`src/sv/alp_pkg.sv`:
```
// Shared constants and types for the address lease pool allocator.
package alp_pkg;

  localparam int POOL_DEPTH = 32;
  localparam int IDX_W      = $clog2(POOL_DEPTH);
  localparam int CNT_W      = $clog2(POOL_DEPTH + 1);

  localparam int MAC_W  = 48;
  localparam int TIME_W = 32;
  localparam int ADDR_W = 32;
  localparam int SIZE_W = 6;

  localparam int IN_DATA_W  = 80;
  localparam int OUT_DATA_W = 40;
  localparam int ENTRY_W    = MAC_W + TIME_W;

  localparam logic [ADDR_W-1:0] HOST_OFFSET = 32'd51;

  localparam logic [TIME_W-1:0] LEASE_DURATION_RST = 32'd108000;
  localparam logic [SIZE_W-1:0] POOL_SIZE_RST      = 6'd20;
  localparam logic [ADDR_W-1:0] BASE_ADDRESS_RST   = 32'hC0A8_0101;
  localparam logic [ADDR_W-1:0] SUBNET_MASK_RST    = 32'hFFFF_FF00;

  typedef enum logic [1:0] {
    REG_LEASE_DURATION = 2'd0,
    REG_POOL_SIZE      = 2'd1,
    REG_BASE_ADDRESS   = 2'd2,
    REG_SUBNET_MASK    = 2'd3
  } cfg_reg_t;

endpackage

```
`src/sv/alp_ram.sv`:
```
// Generic single-write, single-read RAM with registered read data.
module alp_ram #(
  parameter int WIDTH = 8,
  parameter int DEPTH = 32
) (
  input  logic                     clk,
  input  logic                     wr_en,
  input  logic [$clog2(DEPTH)-1:0] wr_addr,
  input  logic [WIDTH-1:0]         wr_data,
  input  logic                     rd_en,
  input  logic [$clog2(DEPTH)-1:0] rd_addr,
  output logic [WIDTH-1:0]         rd_data
);

  logic [WIDTH-1:0] mem [DEPTH];

  always_ff @(posedge clk) begin
    if (wr_en) begin
      mem[wr_addr] <= wr_data;
    end
    if (rd_en) begin
      rd_data <= mem[rd_addr];
    end
  end

endmodule

```
`src/sv/address_lease_pool_allocator.sv`:
```
// Top level of the first-fit address lease pool allocator.
//
// Channel | Direction | Handshake                 | Payload
// in_     | slave     | in_tvalid / in_tready     | in_tdata: client_mac, req_time
// out_    | master    | out_tvalid / out_tready   | out_tuser: granted; out_tdata: addr, index
// cfg_    | slave     | cfg_valid / cfg_ready     | cfg_index, cfg_data
//
// The scan reads at most the pool size in entries, capped at 32: one read of
// the lease RAM per cycle while not stalled, pipelined against the compare
// of the entry read before it. Reset (rst_n low, synchronous) clears the
// in-use bits and the output valid bit, and loads the configuration registers
// with their reset values; the RAM and the output data are left as is. The scan
// freezes while a result waits in the output register and out_tready is low.
module address_lease_pool_allocator (
  input  logic                           clk,
  input  logic                           rst_n,
  // client_mac [47:0], req_time [79:48]
  input  logic [alp_pkg::IN_DATA_W-1:0]  in_tdata,
  input  logic                           in_tvalid,
  output logic                           in_tready,
  // offered_address [31:0], entry_index [36:32], zero [39:37]
  output logic [alp_pkg::OUT_DATA_W-1:0] out_tdata,
  // granted [0]
  output logic                           out_tuser,
  output logic                           out_tvalid,
  input  logic                           out_tready,
  input  logic                           cfg_valid,
  output logic                           cfg_ready,
  input  logic [1:0]                     cfg_index,
  input  logic [31:0]                    cfg_data
);

  import alp_pkg::*;

  typedef enum logic {
    ST_IDLE,
    ST_SCAN
  } state_t;

  state_t state_r, state_nxt;

  // Configuration registers
  logic [TIME_W-1:0] lease_duration_r;
  logic [SIZE_W-1:0] pool_size_r;
  logic [ADDR_W-1:0] base_address_r;
  logic [ADDR_W-1:0] subnet_mask_r;

  // Request captured at accept
  logic [MAC_W-1:0]  mac_r, mac_nxt;
  logic [TIME_W-1:0] now_r, now_nxt;
  logic [CNT_W-1:0]  limit_r, limit_nxt;

  // Scan pipeline: read issue counter and the entry under compare
  logic [CNT_W-1:0] rd_idx_r, rd_idx_nxt;
  logic             chk_vld_r, chk_vld_nxt;
  logic [IDX_W-1:0] chk_idx_r, chk_idx_nxt;

  // Per-entry in-use bits
  logic [POOL_DEPTH-1:0] in_use_r, in_use_nxt;

  // Output register
  logic                  out_vld_r, out_vld_nxt;
  logic                  out_grant_r, out_grant_nxt;
  logic [ADDR_W-1:0]     out_addr_r, out_addr_nxt;
  logic [IDX_W-1:0]      out_idx_r, out_idx_nxt;

  // RAM port signals
  logic               ram_wr_en;
  logic [ENTRY_W-1:0] ram_wr_data;
  logic               ram_rd_en;
  logic [ENTRY_W-1:0] ram_rd_data;

  logic              stall;
  logic              hit;
  logic [TIME_W-1:0] lease_end_rd;
  logic [CNT_W-1:0]  pool_size_ext;
  logic [CNT_W-1:0]  depth_cnt;
  logic [ADDR_W-1:0] net_addr;

  assign pool_size_ext = CNT_W'(pool_size_r);
  assign depth_cnt     = CNT_W'(POOL_DEPTH);
  assign net_addr      = base_address_r & subnet_mask_r;
  assign lease_end_rd  = ram_rd_data[TIME_W-1:0];

  // Hold the scan while a finished result cannot leave
  assign stall = out_vld_r && !out_tready;

  // Entry is taken if free or if its lease has run out
  assign hit = chk_vld_r && (!in_use_r[chk_idx_r] || (now_r >= lease_end_rd));

  assign in_tready  = (state_r == ST_IDLE);
  assign cfg_ready  = 1'b1;
  assign out_tvalid = out_vld_r;
  assign out_tuser  = out_grant_r;
  assign out_tdata  = {{(OUT_DATA_W - ADDR_W - IDX_W){1'b0}}, out_idx_r, out_addr_r};

  assign ram_wr_en   = (state_r == ST_SCAN) && !stall && hit;
  assign ram_wr_data = {mac_r, now_r + lease_duration_r};
  assign ram_rd_en   = (state_r == ST_SCAN) && !stall && !hit && (rd_idx_r < limit_r);

  alp_ram #(
    .WIDTH (ENTRY_W),
    .DEPTH (POOL_DEPTH)
  ) u_entry_ram (
    .clk     (clk),
    .wr_en   (ram_wr_en),
    .wr_addr (chk_idx_r),
    .wr_data (ram_wr_data),
    .rd_en   (ram_rd_en),
    .rd_addr (rd_idx_r[IDX_W-1:0]),
    .rd_data (ram_rd_data)
  );

  always_comb begin
    state_nxt     = state_r;
    mac_nxt       = mac_r;
    now_nxt       = now_r;
    limit_nxt     = limit_r;
    rd_idx_nxt    = rd_idx_r;
    chk_vld_nxt   = chk_vld_r;
    chk_idx_nxt   = chk_idx_r;
    in_use_nxt    = in_use_r;
    out_vld_nxt   = out_vld_r && !out_tready;
    out_grant_nxt = out_grant_r;
    out_addr_nxt  = out_addr_r;
    out_idx_nxt   = out_idx_r;

    unique case (state_r)
      ST_IDLE: begin
        if (in_tvalid) begin
          // Capture the request and the scan bound, capped at pool depth
          mac_nxt     = in_tdata[MAC_W-1:0];
          now_nxt     = in_tdata[MAC_W +: TIME_W];
          limit_nxt   = (pool_size_ext > depth_cnt) ? depth_cnt : pool_size_ext;
          rd_idx_nxt  = '0;
          chk_vld_nxt = 1'b0;
          state_nxt   = ST_SCAN;
        end
      end
      ST_SCAN: begin
        if (!stall) begin
          if (hit) begin
            // Claim the entry and report its address
            in_use_nxt[chk_idx_r] = 1'b1;
            out_vld_nxt   = 1'b1;
            out_grant_nxt = 1'b1;
            out_addr_nxt  = net_addr + HOST_OFFSET + ADDR_W'(chk_idx_r);
            out_idx_nxt   = chk_idx_r;
            chk_vld_nxt   = 1'b0;
            state_nxt     = ST_IDLE;
          end else if (rd_idx_r < limit_r) begin
            // Advance: read the next entry and queue it for the compare
            chk_vld_nxt = 1'b1;
            chk_idx_nxt = rd_idx_r[IDX_W-1:0];
            rd_idx_nxt  = rd_idx_r + CNT_W'(1);
          end else begin
            // Pool exhausted
            out_vld_nxt   = 1'b1;
            out_grant_nxt = 1'b0;
            out_addr_nxt  = '0;
            out_idx_nxt   = '0;
            chk_vld_nxt   = 1'b0;
            state_nxt     = ST_IDLE;
          end
        end
      end
      default: begin
        state_nxt = ST_IDLE;
      end
    endcase
  end

  always_ff @(posedge clk) begin
    if (!rst_n) begin
      state_r          <= ST_IDLE;
      chk_vld_r        <= 1'b0;
      rd_idx_r         <= '0;
      in_use_r         <= '0;
      out_vld_r        <= 1'b0;
      lease_duration_r <= LEASE_DURATION_RST;
      pool_size_r      <= POOL_SIZE_RST;
      base_address_r   <= BASE_ADDRESS_RST;
      subnet_mask_r    <= SUBNET_MASK_RST;
    end else begin
      state_r   <= state_nxt;
      chk_vld_r <= chk_vld_nxt;
      rd_idx_r  <= rd_idx_nxt;
      in_use_r  <= in_use_nxt;
      out_vld_r <= out_vld_nxt;
      if (cfg_valid) begin
        unique case (cfg_reg_t'(cfg_index))
          REG_LEASE_DURATION: lease_duration_r <= cfg_data;
          REG_POOL_SIZE:      pool_size_r      <= cfg_data[SIZE_W-1:0];
          REG_BASE_ADDRESS:   base_address_r   <= cfg_data;
          REG_SUBNET_MASK:    subnet_mask_r    <= cfg_data;
          default: begin
          end
        endcase
      end
    end
    mac_r       <= mac_nxt;
    now_r       <= now_nxt;
    limit_r     <= limit_nxt;
    chk_idx_r   <= chk_idx_nxt;
    out_grant_r <= out_grant_nxt;
    out_addr_r  <= out_addr_nxt;
    out_idx_r   <= out_idx_nxt;
  end

endmodule
```
`config.mk`:
```
export PLATFORM = sky130hd
export DESIGN_NAME = address_lease_pool_allocator
export DESIGN_NICKNAME = d
export VERILOG_FILES = /design/src/sv/alp_pkg.sv /design/src/sv/alp_ram.sv /design/src/sv/address_lease_pool_allocator.sv
export SDC_FILE = /design/constraint.sdc
export NUM_CORES = 1
export LEC_CHECK = 0
export ABC_AREA = 1
export BUFFER_PORTS_ARGS = -buffer_cell sky130_fd_sc_hd__buf_4
export CORE_MARGIN = 8
export CORE_UTILIZATION = 35
export CTS_CLUSTER_SIZE = 40
export DETAILED_ROUTE_END_ITERATION = 8
export HOLD_SLACK_MARGIN = 0.05
export PLACE_DENSITY_LB_ADDON = 0.05
export SETUP_SLACK_MARGIN = 0.15
export SLEW_MARGIN = 15
export SYNTH_ARGS = -nofsm -noshare
export SYNTH_HDL_FRONTEND = slang
export SYNTH_SLANG_ARGS = --single-unit
```
`constraint.sdc`:
```
create_clock -name clk -period 4.44 [get_ports clk]
set_input_delay 0.444 -clock clk [delete_from_list [all_inputs] [get_ports clk]]
set_output_delay 0.444 -clock clk [all_outputs]
set_load 0.01 [all_outputs]
```
# Word-level counts from Yosys, hierarchy flattened
# Memories as Yosys holds them, arrays and structs flattened. A register that Yosys moved wholly into a read port is not among the register bits.
# Cells that the tools add are included.
# word_totals
reg_bits,272
ram_bits,2560
in_bits,119
output_inout_bits,44
elab_cells,90
mem_count,1
# op_classes
addsub,4
order_cmp,5
eq_ne,8
n_mux,28
n_bitwise,5
reduce_logical,23
# mem_list
name,words,word_bits,rd,rd_clocked_by_memory_dff,wr,line,text
u_entry_ram.mem,32,80,1,1,1,alp_ram.sv:15,logic [WIDTH-1:0] mem [DEPTH];
# ops
op,count
$mux W32,2
$add A32 B32 Y32,1
$add A32 B5 Y32,1
$add A32 B6 Y32 const B,1
$and A32 B32 Y32,1
$ge A32 B32 Y1,1
$or A32 B32 Y32,1
$mux W6,4
$mux W1,15
$pmux W6 S2,1
$reduce_and A2 Y1,6
$mux W5,2
$ne A2 B2 Y1 const B,4
$reduce_and A4 Y1,2
$logic_and A1 B1 Y1,7
$add A6 B1 Y6 const B,1
$gt A6 B6 Y1 const B,1
$lt A5 B6 Y1 const B,1
$lt A6 B6 Y1,1
$reduce_and A3 Y1,2
$bmux W1 S5,1
$demux W1 S5,1
$ge A5 B1 Y1 const B,1
$eq A2 B2 Y1 const B,2
7 further kinds,13

# Longest topological paths before layout
# Gate-level depths: netlist (run 1).
# depth
word_depth,8
mapped_depth,18
depth_no_buf,18

# Hierarchy
# From an unflattened synthesis (run 1), not the netlist that was laid out.
# unflattened
cells_unflattened,10047
area_unflattened_um2,117655.3
# modules_own_cells
mod,instances,cells_per_inst,area_each_um2,seq_area_each_um2
alp_ram,1,8450,104322.6,79276.0
address_lease_pool_allocator,1,1597,13332.8,6736.5

# Worst setup path before layout (run 1)
# OpenSTA, ideal clock, no wires.
# synth_path
kind,reg2reg
from,reg now_r[31]
to,reg out_addr_r[0] (enable)
setup_ps,448
arrival_time_ps,3249
required_ps,3992
slack_ps,743
stages_incl_launch_ff,10
path_buffers,0
period_less_slack_ps,3697
cell_sequence,edfxtp_1 -> ha_1 -> nand2_1 -> nor2_1 -> nand2_1 -> nor2_1 -> nand2_1 -> nand4_2 -> nand2_4 -> a21oi_1
# synth_between
elab_chain_len,5
# synth_rtl
item,line,text
start: declaration,address_lease_pool_allocator.sv:50,"logic [TIME_W-1:0] now_r, now_nxt;"
start signal: assignment,address_lease_pool_allocator.sv:202,now_r <= now_nxt;
$ge A32 B32 Y1,address_lease_pool_allocator.sv:89,assign hit = chk_vld_r && (!in_use_r[chk_idx_r] || (now_r >= lease_end_rd));
$logic_or A1 B1 Y1,address_lease_pool_allocator.sv:89,
$logic_and A1 B1 Y1,address_lease_pool_allocator.sv:89,
$ne A2 B2 Y1 (no source line),n/a,
$reduce_and A3 Y1 (no source line),n/a,
end signal: assignment,address_lease_pool_allocator.sv:206,out_addr_r <= out_addr_nxt;
end: declaration,address_lease_pool_allocator.sv:64,"logic [ADDR_W-1:0] out_addr_r, out_addr_nxt;"
# Every way passes these cells.
# A chain may end at the register's enable or synchronous reset.

# Worst setup path after layout (run 1)
# layout_path
from,reg lease_duration_r[0]
to,"mem u_entry_ram.mem[17][28] in the netlist's numbering, data pin"
# layout_between
elab_chain_len,1
# layout_rtl
item,line,text
start: declaration,address_lease_pool_allocator.sv:43,logic [TIME_W-1:0] lease_duration_r;
start signal: assignment,address_lease_pool_allocator.sv:192,REG_LEASE_DURATION: lease_duration_r <= cfg_data;
$add A32 B32 Y32,address_lease_pool_allocator.sv:98,"assign ram_wr_data = {mac_r, now_r + lease_duration_r};"
net ram_wr_data[28],address_lease_pool_allocator.sv:69,logic [ENTRY_W-1:0] ram_wr_data;
end: declaration,alp_ram.sv:15,
# The timed path passes the listed nets, and every way through them passes these cells.

==> out/qor.yml, run 1 <==
status:
  outcome: "finished clean"
critical_path:
  reg2reg_setup_slack_ps: 620
  worstPathRequired_ps: 4960
  r2r-start: "lease_duration_r[0]"
  critPathMaxFanout: 32
  reg2regPathDepth: 10
  r2r-end: "u_entry_ram.mem[17][28]"
  max_stage_delay_ps: 520
  arrival_ps: 4340
  crit_type: "reg2reg"
  cp-start-kind: "flip-flop"
  worstSetupEndpointType: "flip-flop"
  path_cells: "ha_2 -> inv_1 -> fa_1 -> o21ai_1 -> a21oi_1 -> o21ai_0 -> a21oi_1 -> o21ai_0 -> xor2_4 -> buf_4"
  cpMaxStageDelayCell: "o21ai_0"
cells_and_area:
  utilization_pct: 41.44
  n_fill_cell: 14074
  fin_nets: 4766
  drive_gt1_share_pct: 11.42
  n_antenna_cell: 0
  layout_commonest_cell: "edfxtp_1"
  stdcell_count: 6627
  syn_to_final_growth_pct: 18.03
  layout_common_cells: "edfxtp_1, nor2_1, o21ai_0"
placement:
  pre_cts_slack_ps: 759.6
  hpwl_mm: 92.10
  gp_congestion: 0.8727
  dp.cells: 6295
  portBuffers: 110
logic_synthesis:
  yosysUniqueCellTypes: 46
  avgSynthCellArea_sq_um: 11.96
  seq_area_frac_synth_pct: 70.71
  synth_flop_cell: "edfxtp_1"
  syn_inst: 4374
  synth-edff-count: 1137
  async_reset_ff_share_pct: 0
  synth_warnings: 0
  netlist_area_sq_mm: 0.05233
  ys_ff_latch: 1280
floorplan:
  fp.dieW_um: 402.7
  core_sq_mm: 0.1491
  start_util_pct: 35.11
  die_h_um: 402.7
  io_pins: 163
  die_area_sq_mm: 0.1621
  fp-row-count: 142
clock_network:
  cts_buffer_depth: 3
  numCtsBuffers: 146
  ctsResizeCount: 0
  cts-root-buf: "clkbuf_16"
  cts.sinks: 1280
  htreeDepth: 4
  clk_latency_ps: 780
  cts_hold_buf: 66
  clkTransAtPathRegs_ps: 60
  cts_tree: "done"
  cts_setup_buffers: 0
grt:
  grt_pass1_vias: 34663
  grt_max_degree: 117
  grt.total_usage_pct: 20.29
  grt_remaining_overflow: 0
  grt_first_pass_wirelength_mm: 244.6
  grt_antenna_before_repair: 3
run:
  maxCapViolCount: 0
power_and_ir_drop:
  clock_power_share_pct: 40.5
  pwr-share-comb_pct: 11.4
  ir_drop_mv: 0.4337
  p_leak_nw: 21.51
  power.internal_mw: 21.43
  p_per_area_mw_per_mm2: 468.5
  pwr-share-seq_pct: 48.1
  netSwitchingPower_mw: 7.508
  p_sw_share_pct: 25.94
sta:
  setup_viol_count_final: 0
  max_slew.worst_pin.slew_ps: 1105
  post-route-min-period_ps: 3820
  fin_tns_setup_ps: 0
  fin_crit_sh_pct: 86.03
  finClkSkew_ps: 23.14
  fmax_mhz: 261.8
  worst_slack_ps: 620.1
  maxSlewViolCount: 0
  hold_viol: 0
  rsz0062_at_grt: "no"
  slew_headroom_pct: 26.35
min_path:
  hold_path_end: "base_address_r[8]"
  hold_start: "rst_n"
  hold_path.class: "in2reg"
  min_path_cells: 2
route:
  drc_errors: 0
  vias: 35154
  postRouteAntennaNets: 0
  firstDrtPassIters: 5
  via_per_inst: 5.305
  wl_per_cell_um: 25.43
  wl_mm: 168.5
  drtIter0Drc: 2731
-- critical path: cells and delay by family, from the launching register on --
kind                       cells  cell delay, ps
adders and majority gates      2             660
xor gates and xnor gates       1             170
buffers and inverters          2             410
AOI/OAI and AO/OA              5            1940
DFF                            1             360
-- worst max-delay path by stage --
stage	start	end	cells past startpoint
2_1_floorplan	now_r[31]	out_addr_r[0]	9
3_3_place_gp	now_r[12]	u_entry_ram.mem[24][26]	6
3_5_place_dp	lease_duration_r[0]	u_entry_ram.mem[12][28]	10
4_1_cts	lease_duration_r[0]	u_entry_ram.mem[19][28]	10
5_1_grt	lease_duration_r[0]	u_entry_ram.mem[17][28]	10
6_report	lease_duration_r[0]	u_entry_ram.mem[17][28]	10
-- flip-flops by register name, summed over array words and instances, names as in the netlist --
register	count
subnet_mask_r	32
lease_duration_r	32
out_addr_r	32
state_r	1
out_tvalid	1
chk_vld_r	1
u_entry_ram.mem	1024
base_address_r	32
now_r	32
limit_r	6
u_entry_ram.rd_data	32
pool_size_ext	6
out_tuser	1
in_use_r	32
rd_idx_r	6
chk_idx_r	5
out_idx_r	5
-- power by group through the flow --
| stage | logic, mW | clock network (mW) | registers [mW] |
|---|---|---|---|
| 3_3_place_gp | 3.28 | 0 | 14.2 |
| 5_1_grt | 3.64 | 12.4 | 13.9 |
| 3_5_place_dp | 3.28 | 0 | 14.2 |
| 6_report | 3.31 | 11.7 | 13.9 |
| 4_1_cts | 3.34 | 12.0 | 13.9 |
| 2_1_floorplan | 1.82 | 0 | 14.1 |
-- metal layers --
metal  GRT usage [%]  vias to the layer above  part of all wire, %
li1                -                    16357                    -
met1           27.69                    17729                   45
met2           34.12                      842                   48
met3           2.795                      226                  4.3
met4           5.294                        0                  2.2
met5               0                        -                    0
-- through the flow --
step / hold slack [ps] / power [mW] / instance area, sq um
after floorplan: 428.7 / 15.93 / 52340
after global placement: 437.6 / 17.46 / 56500
after detailed placement: 440.3 / 17.45 / 56500
after CTS: 53.64 / 29.30 / 61750
after global routing: 103.8 / 30.01 / 61770
final: 107.1 / 28.94 / 61770
-- kinds of logic after synthesis --
family                   count (synthesis)  synth area share, %
AO/OA/AOI/OAI                         1111                12.51
XOR/XNOR                                35               0.5858
adder cells (fa/ha/maj)                 82                1.989
buffers and inverters                  485                3.574
flip-flops                            1280                70.71
other                                    2              0.01435
AND/OR/NAND/NOR                       1379                10.61
-- layout make-up --
type | count | area (sq um) | area share, %
Multi-Input combinational cell | 2611 | 13820 | 22.38
Tap cell | 1944 | 2432 | 3.938
Inverter | 216 | 833.3 | 1.349
Clock buffer | 187 | 3955 | 6.403
Timing Repair Buffer | 310 | 3068 | 4.967
Sequential cell | 1280 | 37020 | 59.93
Clock inverter | 79 | 638.1 | 1.033
-- synthesized netlist by cell type, types with 2 or more instances --
cell,number,area [sq um]
conb_1,2,7.510
or2_2,5,31.28
nor3_1,29,145.1
clkinv_1,2,7.510
nor2_1,808,3033
buf_4,8,60.06
o31ai_1,2,15.01
nand4_1,21,131.4
o22ai_1,78,488.0
nand2_1,333,1250
a21oi_1,112,560.5
ha_1,80,1001
o211ai_1,3,22.52
inv_1,211,792.0
clkbuf_1,238,893.4
dfxtp_1,143,2863
a21o_1,4,30.03
edfxtp_1,1137,34140
nor3b_1,3,22.52
o221ai_1,179,1568
o21a_1,7,52.55
xnor2_1,6,52.55
a32oi_1,29,254.0
buf_2,16,80.08
fa_1,2,40.04
nor4_1,5,31.28
buf_1,7,26.28
xor2_1,29,254.0
a31oi_1,38,237.7
inv_2,3,11.26
o21ai_0,649,3248
o21ai_1,4,20.02
nand3_1,168,840.8
(Power assumes the default switching activity.)
==> run 2, diff against run 1 <==
--- a/config.mk
+++ b/config.mk
@@ -7,10 +7,12 @@
 export LEC_CHECK = 0
 export ABC_AREA = 1
 export BUFFER_PORTS_ARGS = -buffer_cell sky130_fd_sc_hd__buf_4
+export CORE_ASPECT_RATIO = 1.1
 export CORE_MARGIN = 8
 export CORE_UTILIZATION = 35
 export CTS_CLUSTER_SIZE = 40
 export DETAILED_ROUTE_END_ITERATION = 8
+export GPL_ROUTABILITY_DRIVEN = 1
 export HOLD_SLACK_MARGIN = 0.05
 export PLACE_DENSITY_LB_ADDON = 0.05
 export SETUP_SLACK_MARGIN = 0.15
==> constraint.sdc (replaced) <==
create_clock -name clk -period 3.5 [get_ports clk]
set_input_delay 0.35 -clock clk [delete_from_list [all_inputs] [get_ports clk]]
set_output_delay 0.35 -clock clk [all_outputs]
set_load 0.01 [all_outputs]
==> run 2 against run 1 <==
Effect of this change:
- cell count is 2.3% higher
- global-route usage is 0.52 points higher
- register-to-register slack worse by 310 ps
==> out/qor.yml, run 2 (synthesis gave the netlist of run 1 again) <==
status:
  outcome: "finished clean"  # unchanged
run:
  maxCapViolCount: 0  # unchanged
floorplan:
  die_h_um: 421.6  # was 402.7 um
  fp.dieW_um: 384.7  # was 402.7 um
  fp-row-count: 149  # was 142
  die_area_sq_mm: 0.1622  # was 0.1621 sq mm
  core_sq_mm: 0.1491  # about the same
  io_pins: 163  # unchanged
  start_util_pct: 35.09  # was 35.11%
sta:
  slew_headroom_pct: 24.19  # was 26.35%
  post-route-min-period_ps: 3188  # was 3820 ps
  fin_hold_ws_ps: 152.6  # was 107.1 ps
  fmax_mhz: 313.6  # was 261.8 MHz
  hold_viol: 0  # unchanged
  setup_viol_count_final: 0  # unchanged
  maxSlewViolCount: 0  # unchanged
  finClkSkew_ps: 20.46  # was 23.14 ps
  max_slew.worst_pin.slew_ps: 1137  # was 1105 ps
  fin_crit_sh_pct: 91.10  # was 86.03%
  rsz0062_at_grt: "yes"  # was no
cells_and_area:
  utilization_pct: 42.36  # was 41.44%
  fin_nets: 4900  # was 4,766
  post-route-cell-area_sq_mm: 0.06318  # was 0.06177 sq mm
  drive_gt1_share_pct: 13.82  # was 11.42%
  regArea_sq_mm: 0.03702  # unchanged
  largest-register: "u_entry_ram.mem"  # unchanged
  syn_to_final_growth_pct: 20.72  # was 18.03%
  stdcell_count: 6777  # was 6,627
  multiInputGateArea_sq_mm: 0.01395  # was 0.01382 sq mm
  largest_reg_flops: 1024  # unchanged
  layout_commonest_cell: "edfxtp_1"  # unchanged
  layout_common_cells: "edfxtp_1, nor2_1, o21ai_0"  # unchanged
  n_fill_cell: 13995  # was 14,074
power_and_ir_drop:
  p_leak_nw: 22.19  # was 21.51 nW
  p_per_area_mw_per_mm2: 583.1  # was 468.5 mW/mm^2
  ir_drop_mv: 0.5155  # was 0.4337 mV
  power.total_mw: 36.84  # was 28.94 mW
grt:
  grt_pass1_vias: 35229  # was 34,663
  grt_max_degree: 97  # was 117
  grt_antenna_before_repair: 6  # was 3
  grt.total_usage_pct: 20.81  # was 20.29%
  grt_first_pass_wirelength_mm: 249.8  # was 244.6 mm
  grt_remaining_overflow: 0  # unchanged
route:
  via_per_inst: 5.293  # was 5.305
  wl_met2_mm: 82.08  # was 80.89 mm
  wl_per_cell_um: 25.76  # was 25.43 um
  top_layer_used: "met4"  # unchanged
  drtIter0Drc: 2683  # was 2,731
  vias: 35871  # was 35,154
  firstDrtPassIters: 5  # unchanged
  drt-met1-wl_mm: 79.17  # was 76.59 mm
  drc_errors: 0  # unchanged
  wl_mm: 174.6  # was 168.5 mm
  postRouteAntennaNets: 0  # unchanged
  route.met3.wl_mm: 9.609  # was 7.268 mm
placement:
  gp_congestion: 0.8236  # was 0.8727
  hpwl_mm: 105.9  # was 92.10 mm
  placed_cell_area_sq_mm: 0.05794  # was 0.05650 sq mm
  dp.cells: 6442  # was 6,295
  portBuffers: 110  # unchanged
clock_network:
  clk_latency_ps: 780  # about the same
  htreeDepth: 4  # unchanged
  cts_tree: "done"  # unchanged
  cts_buffer_depth: 3  # unchanged
  cts.sinks: 1280  # unchanged
  clkTransAtPathRegs_ps: 60  # about the same
  numCtsBuffers: 142  # was 146
  cts-root-buf: "clkbuf_16"  # unchanged
critical_path:
  worstSetupEndpointType: "flip-flop"  # unchanged
  arrival_ps: 3680  # was 4340 ps
  worstPathRequired_ps: 4000  # was 4960 ps
  critPathMaxFanout: 32  # unchanged
  crit_type: "reg2reg"  # unchanged
  cp-start-kind: "flip-flop"  # unchanged
min_path:
  hold_path.class: "in2reg"  # unchanged
[run 2: cell count changes in the layout (fill, tap and decap cells not counted), sizes merged]
cell / change
bufinv: -3
dlygate4sd3: +5
inv: -2
xor2: +3
clkinv: -12
clkbuf: +6
diode: +1
buf: +130
clkinvlp: +3
[run 2: path summary, 6_finish.rpt]
| path | from | endpoint | slack (ps) | cells after the start |
|---|---|---|---|---|
| worst max-delay path | now_r[0] | u_entry_ram.mem[25][30] | 310 | 11 |
| worst min-delay path | cfg_index[1] | pool_size_ext[5] | 150 | 5 |
| worst max register to register | now_r[0] | u_entry_ram.mem[25][30] | 310 | 11 |
| worst min register to register | in_use_r[18] | in_use_r[18] | 450 | 2 |
[run 2: where the power goes]
part | switching [mW] | internal [mW]
sequential | 0.125 | 17.5
combinational | 3.43 | 1.41
clock | 6.24 | 8.15
total | 9.80 | 27.0
[run 2: what timing repair did]
action                                  4_1_cts  5_1_grt
buffers inserted                              0        2
gates resized for setup                       2       11
endpoints found under the hold margin       139        0
hold buffers                                 71        0
pin swaps                                     0        2
endpoints found under the setup margin      224      273
gates cloned                                  0        3
[run 2: area by class of cell]
type | instances | share of cell area (%)
Clock inverter | 65 | 0.8397
Antenna cell | 1 | 0.003961
Timing Repair Buffer | 445 | 7.140
Sequential cell | 1280 | 58.60
Clock buffer | 193 | 6.124
Tap cell | 1963 | 3.888
Multi-Input combinational cell | 2614 | 22.09
Inverter | 216 | 1.319
[run 2: worst max-delay path: stages, from the launching register on]
cell,delay [ps]
edfxtp_1,390
ha_1,210
inv_1,70
fa_1,290
o21ai_1,200
a21oi_4,280
o21ai_1,90
buf_4,170
a21oi_1,470
o21ai_0,290
xor2_2,220
buf_12,180
[run 2: per-stage QoR]
stage | TNS, ps | setup WS (ps)
after global placement | -6891 | -88.86
after CTS | 0 | 182.5
after global routing | 0 | 111.6
after floorplan | 0 | 332.4
after detailed placement | -7239 | -103.3
final | 0 | 311.6
[run 2: per-layer routing]
metal	GRT usage, %	vias to the layer above
li1	-	16619
met1	28.99	18109
met2	34.24	918
met3	3.082	225
met4	5.062	0
met5	0	-
